[src/rtl/core/sha1_pkg.sv]
package sha1_pkg;

    localparam logic [31:0] H0_INIT = 32'h67452301;
    localparam logic [31:0] H1_INIT = 32'hefcdab89;
    localparam logic [31:0] H2_INIT = 32'h98badcfe;
    localparam logic [31:0] H3_INIT = 32'h10325476;
    localparam logic [31:0] H4_INIT = 32'hc3d2e1f0;

    localparam logic [31:0] K0 = 32'h5a827999;
    localparam logic [31:0] K1 = 32'h6ed9eba1;
    localparam logic [31:0] K2 = 32'h8f1bbcdc;
    localparam logic [31:0] K3 = 32'hca62c1d6;

    localparam logic [7:0] PAD_BYTE = 8'h80;

    // one word for the back end, with its place in the message
    typedef struct packed {
        logic [31:0] word;
        logic        block_end;
        logic        msg_end;
    } blk_word_t;

    function automatic logic [31:0] rotl1(input logic [31:0] x);
        rotl1 = {x[30:0], x[31]};
    endfunction

    function automatic logic [31:0] rotl5(input logic [31:0] x);
        rotl5 = {x[26:0], x[31:27]};
    endfunction

    function automatic logic [31:0] rotl30(input logic [31:0] x);
        rotl30 = {x[1:0], x[31:2]};
    endfunction

endpackage

[src/rtl/core/sha1_if.sv]
interface sha1_in_if;
    logic        valid;
    logic        ready;
    logic [31:0] data_word;
    logic [2:0]  valid_bytes;
    logic        last_word;
    modport source (output valid, data_word, valid_bytes, last_word, input ready);
    modport sink (input valid, data_word, valid_bytes, last_word, output ready);
endinterface

interface sha1_out_if;
    logic        valid;
    logic        ready;
    logic [31:0] digest_word;
    logic [2:0]  word_index;
    logic        last_of_digest;
    modport source (output valid, digest_word, word_index, last_of_digest, input ready);
    modport sink (input valid, digest_word, word_index, last_of_digest, output ready);
endinterface

[src/rtl/core/sha1_front.sv]
module sha1_front (
    input  logic                     clk,
    input  logic                     rst_n,
    sha1_in_if.sink                  in_ch,
    output sha1_pkg::blk_word_t      wr_data,
    output logic                     wr_valid,
    input  logic                     wr_ready
);
    localparam logic [1:0] ST_TAKE = 2'd0;
    localparam logic [1:0] ST_PAD  = 2'd1;
    localparam logic [1:0] ST_ZERO = 2'd2;
    localparam logic [1:0] ST_LEN  = 2'd3;

    logic [1:0]  state_reg, state_next;
    logic [60:0] bytes_reg, bytes_next;
    logic [3:0]  wib_reg, wib_next;
    logic        len_lo_reg, len_lo_next;
    logic [2:0]  vb;
    logic [31:0] mask, pad_word;
    logic [63:0] bits;

    always_comb
    begin
        vb = (in_ch.valid_bytes > 3'd4) ? 3'd4 : in_ch.valid_bytes;
        unique case (vb)
            3'd0:    mask = 32'h0000_0000;
            3'd1:    mask = 32'hff00_0000;
            3'd2:    mask = 32'hffff_0000;
            3'd3:    mask = 32'hffff_ff00;
            default: mask = 32'hffff_ffff;
        endcase
        unique case (vb)
            3'd0:    pad_word = {sha1_pkg::PAD_BYTE, 24'd0};
            3'd1:    pad_word = {8'd0, sha1_pkg::PAD_BYTE, 16'd0};
            3'd2:    pad_word = {16'd0, sha1_pkg::PAD_BYTE, 8'd0};
            default: pad_word = {24'd0, sha1_pkg::PAD_BYTE};
        endcase
        bits = {bytes_reg, 3'd0};
    end

    always_comb
    begin
        state_next   = state_reg;
        bytes_next   = bytes_reg;
        wib_next     = wib_reg;
        len_lo_next  = len_lo_reg;
        in_ch.ready  = 1'b0;
        wr_valid     = 1'b0;
        wr_data.word = 32'd0;
        wr_data.msg_end = 1'b0;
        unique case (state_reg)
            ST_TAKE:
            begin
                in_ch.ready = wr_ready;
                wr_valid    = in_ch.valid;
                if (!in_ch.last_word)
                begin
                    wr_data.word = in_ch.data_word;
                end
                else if (vb == 3'd4)
                begin
                    wr_data.word = in_ch.data_word;
                end
                else
                begin
                    wr_data.word = (in_ch.data_word & mask) | pad_word;
                end
                if (in_ch.valid && wr_ready)
                begin
                    wib_next = wib_reg + 4'd1;
                    if (!in_ch.last_word)
                    begin
                        bytes_next = bytes_reg + 61'd4;
                    end
                    else
                    begin
                        bytes_next = bytes_reg + {58'd0, vb};
                        if (vb == 3'd4)
                            state_next = ST_PAD;
                        else if (wib_reg + 4'd1 == 4'd14)
                            state_next = ST_LEN;
                        else
                            state_next = ST_ZERO;
                    end
                end
            end
            ST_PAD:
            begin
                wr_valid     = 1'b1;
                wr_data.word = {sha1_pkg::PAD_BYTE, 24'd0};
                if (wr_ready)
                begin
                    wib_next   = wib_reg + 4'd1;
                    state_next = (wib_reg + 4'd1 == 4'd14) ? ST_LEN : ST_ZERO;
                end
            end
            ST_ZERO:
            begin
                wr_valid     = 1'b1;
                wr_data.word = 32'd0;
                if (wr_ready)
                begin
                    wib_next = wib_reg + 4'd1;
                    if (wib_reg + 4'd1 == 4'd14)
                        state_next = ST_LEN;
                end
            end
            default:
            begin
                wr_valid        = 1'b1;
                wr_data.word    = len_lo_reg ? bits[31:0] : bits[63:32];
                wr_data.msg_end = len_lo_reg;
                if (wr_ready)
                begin
                    wib_next    = wib_reg + 4'd1;
                    len_lo_next = !len_lo_reg;
                    if (len_lo_reg)
                    begin
                        state_next = ST_TAKE;
                        bytes_next = 61'd0;
                        wib_next   = 4'd0;
                    end
                end
            end
        endcase
        wr_data.block_end = (wib_reg == 4'd15);
    end

    always_ff @(posedge clk or negedge rst_n)
    begin
        if (!rst_n)
        begin
            state_reg  <= ST_TAKE;
            bytes_reg  <= 61'd0;
            wib_reg    <= 4'd0;
            len_lo_reg <= 1'b0;
        end
        else
        begin
            state_reg  <= state_next;
            bytes_reg  <= bytes_next;
            wib_reg    <= wib_next;
            len_lo_reg <= len_lo_next;
        end
    end

`ifndef SYNTHESIS
    a_len_at_14: assert property (@(posedge clk) disable iff (!rst_n)
        (state_reg == ST_LEN && !len_lo_reg) |-> wib_reg == 4'd14)
        else $error("length high word not at word 14");
    a_end_at_15: assert property (@(posedge clk) disable iff (!rst_n)
        (wr_valid && wr_data.msg_end) |-> wib_reg == 4'd15)
        else $error("message end not at block end");
    a_no_take: assert property (@(posedge clk) disable iff (!rst_n)
        (state_reg != ST_TAKE) |-> !in_ch.ready)
        else $error("input taken while padding");
`endif
endmodule

[src/rtl/core/sha1_fifo.sv]
module sha1_fifo (
    input  logic                clk,
    input  logic                rst_n,
    input  sha1_pkg::blk_word_t wr_data,
    input  logic                wr_valid,
    output logic                wr_ready,
    output sha1_pkg::blk_word_t rd_data,
    output logic                rd_valid,
    input  logic                rd_ready
);
    sha1_pkg::blk_word_t mem_reg [4];
    logic [1:0] wp_reg, rp_reg;
    logic [2:0] cnt_reg;
    logic       do_wr, do_rd;

    assign wr_ready = (cnt_reg != 3'd4);
    assign rd_valid = (cnt_reg != 3'd0);
    assign rd_data  = mem_reg[rp_reg];
    assign do_wr    = wr_valid && wr_ready;
    assign do_rd    = rd_valid && rd_ready;

    always_ff @(posedge clk)
    begin
        if (do_wr)
            mem_reg[wp_reg] <= wr_data;
    end

    always_ff @(posedge clk or negedge rst_n)
    begin
        if (!rst_n)
        begin
            wp_reg  <= 2'd0;
            rp_reg  <= 2'd0;
            cnt_reg <= 3'd0;
        end
        else
        begin
            if (do_wr)
                wp_reg <= wp_reg + 2'd1;
            if (do_rd)
                rp_reg <= rp_reg + 2'd1;
            cnt_reg <= cnt_reg + {2'd0, do_wr} - {2'd0, do_rd};
        end
    end

`ifndef SYNTHESIS
    a_no_over: assert property (@(posedge clk) disable iff (!rst_n)
        cnt_reg <= 3'd4) else $error("queue count out of range");
    a_ptr: assert property (@(posedge clk) disable iff (!rst_n)
        (cnt_reg[1:0] == wp_reg - rp_reg)) else $error("queue pointers disagree");
    a_cnt_step: assert property (@(posedge clk) disable iff (!rst_n)
        (do_wr && !do_rd) |=> cnt_reg == $past(cnt_reg) + 3'd1)
        else $error("queue count did not grow");
`endif
endmodule

[src/rtl/core/sha1_back.sv]
module sha1_back (
    input  logic                clk,
    input  logic                rst_n,
    input  sha1_pkg::blk_word_t rd_data,
    input  logic                rd_valid,
    output logic                rd_ready,
    sha1_out_if.source          out_ch
);
    localparam logic [1:0] ST_LOAD = 2'd0;
    localparam logic [1:0] ST_RND  = 2'd1;
    localparam logic [1:0] ST_ADD  = 2'd2;
    localparam logic [1:0] ST_OUT  = 2'd3;

    logic [1:0]  state_reg;
    logic [31:0] w_reg [16];
    logic [31:0] h_reg [5];
    logic [31:0] a_reg, b_reg, c_reg, d_reg, e_reg;
    logic [6:0]  rnd_reg;
    logic [3:0]  wi_reg;
    logic        fin_reg;
    logic [2:0]  oi_reg;
    logic        ovalid_reg;
    logic [31:0] wnew, wuse, fn, kk, t;
    logic [3:0]  r4;

    assign r4       = rnd_reg[3:0];
    assign rd_ready = (state_reg == ST_LOAD);

    always_comb
    begin
        wnew = sha1_pkg::rotl1(w_reg[r4 + 4'd13] ^ w_reg[r4 + 4'd8]
                               ^ w_reg[r4 + 4'd2] ^ w_reg[r4]);
        wuse = (rnd_reg < 7'd16) ? w_reg[r4] : wnew;
        if (rnd_reg < 7'd20)
        begin
            fn = (b_reg & c_reg) | (~b_reg & d_reg);
            kk = sha1_pkg::K0;
        end
        else if (rnd_reg < 7'd40)
        begin
            fn = b_reg ^ c_reg ^ d_reg;
            kk = sha1_pkg::K1;
        end
        else if (rnd_reg < 7'd60)
        begin
            fn = (b_reg & c_reg) | (b_reg & d_reg) | (c_reg & d_reg);
            kk = sha1_pkg::K2;
        end
        else
        begin
            fn = b_reg ^ c_reg ^ d_reg;
            kk = sha1_pkg::K3;
        end
        t = sha1_pkg::rotl5(a_reg) + fn + e_reg + wuse + kk;
    end

    always_ff @(posedge clk)
    begin
        if (rd_valid && state_reg == ST_LOAD)
            w_reg[wi_reg] <= rd_data.word;
        else if (state_reg == ST_RND && rnd_reg >= 7'd16)
            w_reg[r4] <= wnew;
        if (state_reg == ST_RND)
        begin
            e_reg <= d_reg;
            d_reg <= c_reg;
            c_reg <= sha1_pkg::rotl30(b_reg);
            b_reg <= a_reg;
            a_reg <= t;
        end
        else
        begin
            a_reg <= h_reg[0];
            b_reg <= h_reg[1];
            c_reg <= h_reg[2];
            d_reg <= h_reg[3];
            e_reg <= h_reg[4];
        end
    end

    always_ff @(posedge clk or negedge rst_n)
    begin
        if (!rst_n)
        begin
            state_reg  <= ST_LOAD;
            h_reg[0]   <= sha1_pkg::H0_INIT;
            h_reg[1]   <= sha1_pkg::H1_INIT;
            h_reg[2]   <= sha1_pkg::H2_INIT;
            h_reg[3]   <= sha1_pkg::H3_INIT;
            h_reg[4]   <= sha1_pkg::H4_INIT;
            rnd_reg    <= 7'd0;
            wi_reg     <= 4'd0;
            fin_reg    <= 1'b0;
            oi_reg     <= 3'd0;
            ovalid_reg <= 1'b0;
        end
        else
        begin
            unique case (state_reg)
                ST_LOAD:
                begin
                    if (rd_valid)
                    begin
                        wi_reg <= wi_reg + 4'd1;
                        if (rd_data.block_end)
                        begin
                            fin_reg   <= rd_data.msg_end;
                            rnd_reg   <= 7'd0;
                            state_reg <= ST_RND;
                        end
                    end
                end
                ST_RND:
                begin
                    if (rnd_reg == 7'd79)
                    begin
                        rnd_reg   <= 7'd0;
                        state_reg <= ST_ADD;
                    end
                    else
                        rnd_reg <= rnd_reg + 7'd1;
                end
                ST_ADD:
                begin
                    h_reg[0] <= h_reg[0] + a_reg;
                    h_reg[1] <= h_reg[1] + b_reg;
                    h_reg[2] <= h_reg[2] + c_reg;
                    h_reg[3] <= h_reg[3] + d_reg;
                    h_reg[4] <= h_reg[4] + e_reg;
                    rnd_reg  <= 7'd0;
                    if (fin_reg)
                    begin
                        oi_reg     <= 3'd0;
                        ovalid_reg <= 1'b1;
                        state_reg  <= ST_OUT;
                    end
                    else
                    begin
                        state_reg <= ST_LOAD;
                    end
                end
                default:
                begin
                    if (out_ch.ready)
                    begin
                        if (oi_reg == 3'd4)
                        begin
                            ovalid_reg <= 1'b0;
                            h_reg[0]   <= sha1_pkg::H0_INIT;
                            h_reg[1]   <= sha1_pkg::H1_INIT;
                            h_reg[2]   <= sha1_pkg::H2_INIT;
                            h_reg[3]   <= sha1_pkg::H3_INIT;
                            h_reg[4]   <= sha1_pkg::H4_INIT;
                            state_reg  <= ST_LOAD;
                        end
                        oi_reg <= oi_reg + 3'd1;
                    end
                end
            endcase
        end
    end

    always_comb
    begin
        unique case (oi_reg)
            3'd0:    out_ch.digest_word = h_reg[0];
            3'd1:    out_ch.digest_word = h_reg[1];
            3'd2:    out_ch.digest_word = h_reg[2];
            3'd3:    out_ch.digest_word = h_reg[3];
            default: out_ch.digest_word = h_reg[4];
        endcase
    end

    assign out_ch.valid          = ovalid_reg;
    assign out_ch.word_index     = oi_reg;
    assign out_ch.last_of_digest = (oi_reg == 3'd4);

`ifndef SYNTHESIS
    a_valid_out: assert property (@(posedge clk) disable iff (!rst_n)
        ovalid_reg |-> state_reg == ST_OUT) else $error("digest shown outside output");
    a_rnd_range: assert property (@(posedge clk) disable iff (!rst_n)
        rnd_reg <= 7'd79) else $error("round count out of range");
    a_idx: assert property (@(posedge clk) disable iff (!rst_n)
        ovalid_reg |-> oi_reg <= 3'd4) else $error("digest index out of range");
`endif
endmodule

[src/rtl/core/sha1_message_digest.sv]
// channel | dir | payload                                    | handshake
// in_ch   | in  | data_word[31:0] valid_bytes[2:0] last_word | valid/ready
// out_ch  | out | digest_word[31:0] word_index[2:0] last_of_digest | valid/ready
//
// a block of 16 words is loaded, then runs 80 rounds (one round
// per cycle in the single compression unit), then an add step
// the final word adds padding words at one a cycle while the queue has room, and one or two blocks
// rst_n is asynchronous, active low, and restores the initial chaining values
// the word queue lets input loading continue while the back end compresses
module sha1_message_digest (
    input  logic        clk,
    input  logic        rst_n,
    sha1_in_if.sink     in_ch,
    sha1_out_if.source  out_ch
);
    sha1_pkg::blk_word_t wr_data, rd_data;
    logic wr_valid, wr_ready, rd_valid, rd_ready;

    // front end: counts bytes and builds padding and length words
    sha1_front u_front (
        .clk      (clk),
        .rst_n    (rst_n),
        .in_ch    (in_ch),
        .wr_data  (wr_data),
        .wr_valid (wr_valid),
        .wr_ready (wr_ready)
    );

    // short word queue between front and back ends
    sha1_fifo u_fifo (
        .clk      (clk),
        .rst_n    (rst_n),
        .wr_data  (wr_data),
        .wr_valid (wr_valid),
        .wr_ready (wr_ready),
        .rd_data  (rd_data),
        .rd_valid (rd_valid),
        .rd_ready (rd_ready)
    );

    // back end: block buffer, 80-round compression, digest output
    sha1_back u_back (
        .clk      (clk),
        .rst_n    (rst_n),
        .rd_data  (rd_data),
        .rd_valid (rd_valid),
        .rd_ready (rd_ready),
        .out_ch   (out_ch)
    );
endmodule
[src/flat_wrapper.sv]
// flat-port wrapper written by rule: the top's interface ports become plain ports
module sha1_message_digest_flat 
  (clk, rst_n, in_ch_valid, in_ch_data_word, in_ch_valid_bytes, in_ch_last_word, in_ch_ready, out_ch_valid, out_ch_digest_word, out_ch_word_index, out_ch_last_of_digest, out_ch_ready);
  sha1_in_if in_ch_i ();
  sha1_out_if out_ch_i ();
  input  logic clk;
  input  logic rst_n;
  input wire logic [$bits(in_ch_i.valid)-1:0] in_ch_valid;
  input wire logic [$bits(in_ch_i.data_word)-1:0] in_ch_data_word;
  input wire logic [$bits(in_ch_i.valid_bytes)-1:0] in_ch_valid_bytes;
  input wire logic [$bits(in_ch_i.last_word)-1:0] in_ch_last_word;
  output wire logic [$bits(in_ch_i.ready)-1:0] in_ch_ready;
  output wire logic [$bits(out_ch_i.valid)-1:0] out_ch_valid;
  output wire logic [$bits(out_ch_i.digest_word)-1:0] out_ch_digest_word;
  output wire logic [$bits(out_ch_i.word_index)-1:0] out_ch_word_index;
  output wire logic [$bits(out_ch_i.last_of_digest)-1:0] out_ch_last_of_digest;
  input wire logic [$bits(out_ch_i.ready)-1:0] out_ch_ready;
  assign in_ch_i.valid = in_ch_valid;
  assign in_ch_i.data_word = in_ch_data_word;
  assign in_ch_i.valid_bytes = in_ch_valid_bytes;
  assign in_ch_i.last_word = in_ch_last_word;
  assign in_ch_ready = in_ch_i.ready;
  assign out_ch_valid = out_ch_i.valid;
  assign out_ch_digest_word = out_ch_i.digest_word;
  assign out_ch_word_index = out_ch_i.word_index;
  assign out_ch_last_of_digest = out_ch_i.last_of_digest;
  assign out_ch_i.ready = out_ch_ready;
  sha1_message_digest u_core (.clk(clk), .rst_n(rst_n), .in_ch(in_ch_i), .out_ch(out_ch_i));
endmodule
[config.mk]
export PLATFORM = sky130hd
export DESIGN_NAME = sha1_message_digest_flat
export DESIGN_NICKNAME = d
export VERILOG_FILES = /design/src/rtl/core/sha1_pkg.sv /design/src/rtl/core/sha1_if.sv /design/src/rtl/core/sha1_front.sv /design/src/rtl/core/sha1_fifo.sv /design/src/rtl/core/sha1_back.sv /design/src/rtl/core/sha1_message_digest.sv /design/src/flat_wrapper.sv
export SDC_FILE = /design/constraint.sdc
export NUM_CORES = 2
export LEC_CHECK = 0
export ABC_AREA = 1
export BUFFER_PORTS_ARGS = -buffer_cell sky130_fd_sc_hd__buf_4
export CORE_MARGIN = 5
export CORE_UTILIZATION = 45
export CTS_CLUSTER_SIZE = 8
export DETAILED_ROUTE_END_ITERATION = 8
export GPL_TIMING_DRIVEN = 0
export PLACE_DENSITY_LB_ADDON = 0.2
export SYNTH_ARGS = -nofsm -noshare
export SYNTH_HDL_FRONTEND = slang
export SYNTH_SLANG_ARGS = --single-unit
[constraint.sdc]
create_clock -name clk -period 7.05 [get_ports clk]
set_clock_uncertainty 0.1 [all_clocks]
set_input_delay 0 -clock clk [delete_from_list [all_inputs] [get_ports clk]]
set_output_delay 0 -clock clk [all_outputs]
set_load 0.01 [all_outputs]
### Yosys cells after proc, flatten, opt, wreduce, memory -nomap -nowiden

Memory sizes are Yosys's and may differ from the RTL's.
Index checks and enable logic that the tools add are counted.

| word-level totals | value |
|---|---|
| bits in registers | 413 |
| bits in writable memories | 648 |
| bits of input ports | 40 |
| output and inout bits | 38 |
| word-level logic and storage cells | 204 |
| memories | 2 |

Memory list:

| name | words | bits a word | rd ports | clocked after Yosys merged registers in | wr ports | RTL line | source |
|---|---|---|---|---|---|---|---|
| u_core.u_back.w_reg | 16 | 32 | 4 | 0 | 1 | sha1_back.sv:15 | `logic [31:0] w_reg [16];` |
| u_core.u_fifo.mem_reg | 4 | 34 | 1 | 0 | 1 | sha1_fifo.sv:11 | `sha1_pkg::blk_word_t mem_reg [4];` |

| cells by class | value |
|---|---|
| add/subtract/negate cells | 22 |
| order comparisons | 6 |
| equality and inequality tests | 26 |
| mux-type cells | 74 |
| bitwise gates (word level) | 18 |
| reductions and logical operators | 33 |

Operators with widths:

| cell | count |
|---|---|
| $mux 32 | 15 |
| $mux 160 | 2 |
| $pmux 160 s2 | 1 |
| $add 32x32->32 | 9 |
| $pmux 32 s4 | 2 |
| $mux 61 | 4 |
| $pmux 32 s3 | 2 |
| $and 32x32->32 | 5 |
| $xor 32x32->32 | 5 |
| $or 32x32->32 | 4 |
| $pmux 61 s2 | 1 |
| $add 61x3->61 | 1 |
| $add 61x3->61 const B | 1 |
| $not 32->32 | 1 |
| $reduce_or 32->1 | 1 |
| $mux 31 | 1 |
| $mux 2 | 14 |
| $mux 7 | 3 |
| $pmux 7 s3 | 1 |
| $mux 4 | 5 |
| $mux 1 | 15 |
| $reduce_and 3->1 | 5 |
| $lt 7x5->1 const B | 2 |
| $lt 7x6->1 const B | 2 |
| 39 further kinds | 77 |

### Depth between registers and ports, before layout

| logic depth | value |
|---|---|
| depth after elaboration | 11 |
| gate-level depth with buffers | 36 |
| mapped depth without buffers | 32 |

### By module

Synthesis repeated with hierarchy kept, for this count alone.

| second synthesis, totals | value |
|---|---|
| cells, all modules | 8610 |
| area total of the unflattened synthesis | 68042.8 um^2 |

Modules (own cells, without submodules):

| module | times used | cells each | area an instance (um^2) | sequential area each (um^2) |
|---|---|---|---|---|
| sha1_back | 1 | 7231 | 56766.9 | 23132.2 |
| sha1_fifo | 1 | 488 | 5753.0 | 4259.1 |
| sha1_front | 1 | 891 | 5522.8 | 1701.6 |

### Worst setup path before layout

Ideal clock, no wire load.

| path | value |
|---|---|
| path type | reg2reg |
| start | register u_core.u_back.rnd_reg[2] |
| end | register u_core.u_back.a_reg[27] |
| library setup time | 114 ps |
| arrival | 5870 ps |
| data required time | 6836 ps |
| slack | 967 ps |
| cell stages (with the launch flop) | 35 |
| path buffers | 6 |
| period minus slack after synthesis | 6083 ps |
| path through | dfrtp_1 -> buf_2 -> inv_2 -> buf_2 -> buf_2 -> ha_1 -> clkbuf_1 -> buf_2 -> clkbuf_1 -> nand3_1 -> nand3_1 -> o21ai_0 -> xor2_1 -> xnor2_1 -> nand2_1 -> nand2_1 -> fa_1 -> fa_1 -> fa_1 -> inv_1 -> ha_1 -> inv_1 -> fa_1 -> inv_1 -> nand2_1 -> o21ai_1 -> a21boi_1 -> o21ai_0 -> a21oi_1 -> o21ai_1 -> nand2_1 -> nand2_1 -> nand2_1 -> nand3_1 -> nand2_1 |

| between the ends | value |
|---|---|
| longest elaborated chain between the ends | 9 |
| elaborated cells between the ends (all ways) | 23 |
| classes of those cells | add/sub: 7; order compare: 4; mux: 8; bitwise: 3; memory: 1 |

Ends and longest elaborated chain:

| element | RTL line | source |
|---|---|---|
| from (decl) | sha1_back.sv:18 | `logic [6:0] rnd_reg;` |
| from (signal assigned) | sha1_back.sv:121 | `rnd_reg <= rnd_reg + 7'd1;` |
| $lt 7x6->1 or $add 4x4->4 (tied branches) | sha1_back.sv:44, sha1_back.sv:31 |  |
| $mux 32 or $mem_v2 16x32 (tied branches) | -- |  |
| $mux 32 or $xor 32x32->32 (tied branches) | sha1_back.sv:39, sha1_back.sv:31 |  |
| $mux 32 or $xor 32x32->32 (tied branches) | sha1_back.sv:34, sha1_back.sv:32 |  |
| $add 32x32->32 or $xor 32x32->32 (tied branches) | sha1_back.sv:54, sha1_back.sv:32 |  |
| $add 32x32->32 or $mux 32 (tied branches) | sha1_back.sv:54, sha1_back.sv:33 |  |
| $add 32x32->32 | sha1_back.sv:54 | `t = sha1_pkg::rotl5(a_reg) + fn + e_reg + wuse + kk;` |
| $add 32x32->32 (*) | sha1_back.sv:54 |  |
| $mux 32 (*) | sha1_back.sv:63 | `if (state_reg == ST_RND)` |
| to (signal assigned) | sha1_back.sv:69 | `a_reg <= t;` |
| to (signal assigned) | sha1_back.sv:73 | `a_reg <= h_reg[0];` |
| to (decl) | sha1_back.sv:17 | `logic [31:0] a_reg, b_reg, c_reg, d_reg, e_reg;` |

Mark *: on every way between the ends. The rest lies on a longest branch, timed or not.
A chain may end at the register's enable or synchronous reset.

### Worst setup path in the final report

| path | value |
|---|---|
| start | register u_core.u_back.rnd_reg[3] |
| end | register u_core.u_back.a_reg[31] |

The elaborated chain is that of the path after synthesis.

==> impl_results.md <==
* R2R setup slack at -50 ps
* Yosys top cell by area: edfxtp_1
* MaxCap Viol Count at 3
* Crit path buffers/inverters at 6
* Arrival @ worst endpoint at about 7700 ps
* Worst skew pair latency at 840 ps
* Setup CP Type: reg -> reg
* Yosys top cell area share at 28.98%
* Slew at the pin closest to its max-slew limit at roughly 1600 ps
* Critical Path Start Type: register
* Root Driver: clkbuf_16
* Hold Worst Slack at about 26 ps
* Area of the core at 148000 sq um
* Reg-to-Reg End: u_core.u_back.a_reg[31]
* Initial antenna violation count at 40
* Final nets at 9189
* DRT iter0 DRCs at about 12000
* YS warnings at 0
* Die Area at about 160000 sq um
* Synth Register Bits at between 1000 and 1500
* Detailed Place HPWL at between 200000 and 300000 microns
* Reg clk slew, reported paths at 50 ps
* Number of buffers created by CTS at ~150
* # IOs at 78
* Most frequent cells in the layout: nand2_1 (1914), o21ai_0 (1023), inv_1 (1021), edfxtp_1 (648), nor2_1 (609)
* Min-delay worst type: in -> reg
* Multi-input gate area at ~33000 sq um
* Post-Syn Area at around 67000 sq um
* Port bufs at 77
* CP max FO at 10
* Worst relative slew slack at -7.150%
* Vias per inst at 6.498
* CP top delay family: buffers and inverters
* Die X-Extent at roughly 400 microns
* Finished Core Util at between 50 and 60%
* Failing checks: design-rule violations, max-capacitance violations, max-slew violations, negative setup slack
* Initial Util at between 40% and 50%
* Finished Layout Cells at 10835
* Async SR Flop Fraction at 23.85%
* Rows at between 100 and 150
* Sequential fraction of the synthesis area at around 43%
* Share of cells above drive strength 1 at about 8.4%
* Tcrit/Tclk final at 100.7%
* Critical path endpoint: u_core.u_back.a_reg[31]
* First-pass GRT wire length at 490900 microns
* Via count at approximately 70000
* CP Capture Type: register
* Max Root-Sink Buffers at 3
* Final Hold Viols at 0
* Final min period at 7096 ps
* Post-synth cell types at 63
* Placed cell count at 10509
* Synth top area cells: edfxtp_1 (29%), nand2_1 (11%), o21ai_0 (7.7%), dfrtp_1 (6.4%), inv_1 (5.7%)
* Slowest stage cell, crit path: clkbuf_1
* Antenna Nets Post-Route at 0
* EDFF count, synth at 648
* Crit path launch: u_core.u_back.rnd_reg[3]
* Worst reg2reg path startpoint: u_core.u_back.rnd_reg[3]
* Reg2Reg Depth at 21
* Final Max Slew Viols at 33
* Final setup fails at 7
* Worst path depth at 21
* Total gr overflow at 0
* Register area at between 20000 and 30000 sq um
* Filler cell count at ~14000
* Max FFs per register at 512
* Synth Instances at roughly 8500
* TritonCTS clock tree: built
* Mapped Nets at a little under 9000
* Die height at 396.3 microns
* WL/cell at between 30 and 40 microns
* Synthesized area per cell at between 7 and 8 sq um
* Slowest stage delay, CP at about 930 ps
* Routed Wire Length at about 360000 microns
* Area Growth Syn to Fin at 14.82%
* GRT Total Usage at 44.33%
* Detailed Routing Iterations Pass 1 at 9
* Residual DRC at 5
* Fmax at around 0.14 GHz
* Outcome: finished, violations left
* Largest net degree at the start of global routing at between 90 and 100
* Setup TNS at -152.3 ps
* Routability cong. at approximately 1.1
* Critical Path RT at 7680 ps
* Most common cell after layout, fill and taps aside: nand2_1
* H-tree depth at 4
* CP cell instances: buf_4 -> buf_1 -> clkbuf_1 -> nand2_1 -> nand3_1 -> nand2_1 -> fa_1 -> fa_1 -> fa_1 -> inv_1 -> ha_1 -> a21oi_1 -> o21ai_0 -> a21oi_2 -> o21ai_4 -> buf_4 -> a31oi_1 -> inv_1 -> nand3_1 -> nand3_1 -> nand2_1
* Setup WS post-layout at -45.87 ps
* Ys flop type: edfxtp_1
* Clk sinks at 1061
* Number of global-route vias before repair at between 60000 and 70000
## kinds of logic after synthesis
kind of cell | Yosys count | synth area share (%)
compound gates | 2229 | 18.76
buf+inv | 1441 | 8.414
mux | 3 | 0.04472
fa+ha+maj | 349 | 7.922
xor+xnor | 137 | 1.809
simple gates | 3244 | 19.73
flops | 1061 | 43.32
## through the flow
step                      setup slack (ps)  area, sq um
after CTS                           -75.80        76640
after global routing                -36.14        77060
after floorplan                      966.7        67150
after global placement               -2253        70150
final                               -45.87        77110
after detailed placement             -2227        71130
## cells in the mapped netlist, types with 61 or more instances
master and count:
nand2_1 1918, o21ai_0 1030, inv_1 1021, edfxtp_1 648, nor2_1 632, nand3_1 479, a21oi_1 467, clkbuf_1 225
ha_1 222, dfrtp_1 173, dfxtp_1 160, o211ai_1 160, o22ai_1 148, o21ai_1 130, fa_1 127, buf_2 109
nor3_1 93, dfstp_2 80, xor2_1 69, xnor2_1 66, o221ai_1 61
## worst register-to-register path: cells and delay by family, from the launching register on
kind / cells / cell delay [ps]
AND/OR/NAND/NOR: 6 / 1240
buffers and inverters: 6 / 2410
flip-flops: 1 / 380
AO/OA/AOI/OAI: 5 / 940
adder cells (fa/ha/maj): 4 / 1980
## timing repair
action	4_1_cts	5_1_grt
pin swaps	6	11
hold buffers	46	0
endpoints found under the hold margin	384	0
gates resized for setup	158	186
setup endpoints to repair	30	20
buffers inserted	9	9
## layout make-up
| cell class | instances | share of cell area, % |
|---|---|---|
| Tap cell | 1930 | 3.132 |
| Antenna cell | 19 | 0.06166 |
| Clock buffer | 224 | 5.405 |
| Clock inverter | 18 | 0.4787 |
| Timing Repair Buffer | 181 | 2.637 |
| Buffer | 402 | 2.793 |
| Multi-Input combinational cell | 5962 | 42.70 |
| Inverter | 1038 | 5.064 |
| Sequential cell | 1061 | 37.73 |
## how the worst min path moves through the flow
stage / from / to / slack (ps) / cells after the start
after floorplan: rst_n / u_core.u_back.fin_reg / -400 / 0
after global placement: in_ch_data_word[18] / u_core.u_fifo.mem_reg[0][20] / 240 / 3
after detailed placement: rst_n / u_core.u_back.h_reg[43] / -70 / 1
after CTS: in_ch_data_word[20] / u_core.u_fifo.mem_reg[2][22] / 20 / 4
after global routing: in_ch_data_word[20] / u_core.u_fifo.mem_reg[2][22] / 60 / 4
final: in_ch_data_word[20] / u_core.u_fifo.mem_reg[2][22] / 30 / 4
## layer usage
layer,GRT usage [%],share of wire [%],vias up
met5,0.5234,0.070,-
met4,23.27,6.6,22
met3,16.68,15,1299
met2,61.16,39,5851
met1,60.26,39,33787
li1,-,-,29452
Power is not shown: default switching activity piles up to over one toggle a cycle in this logic, so the estimate is an artifact.
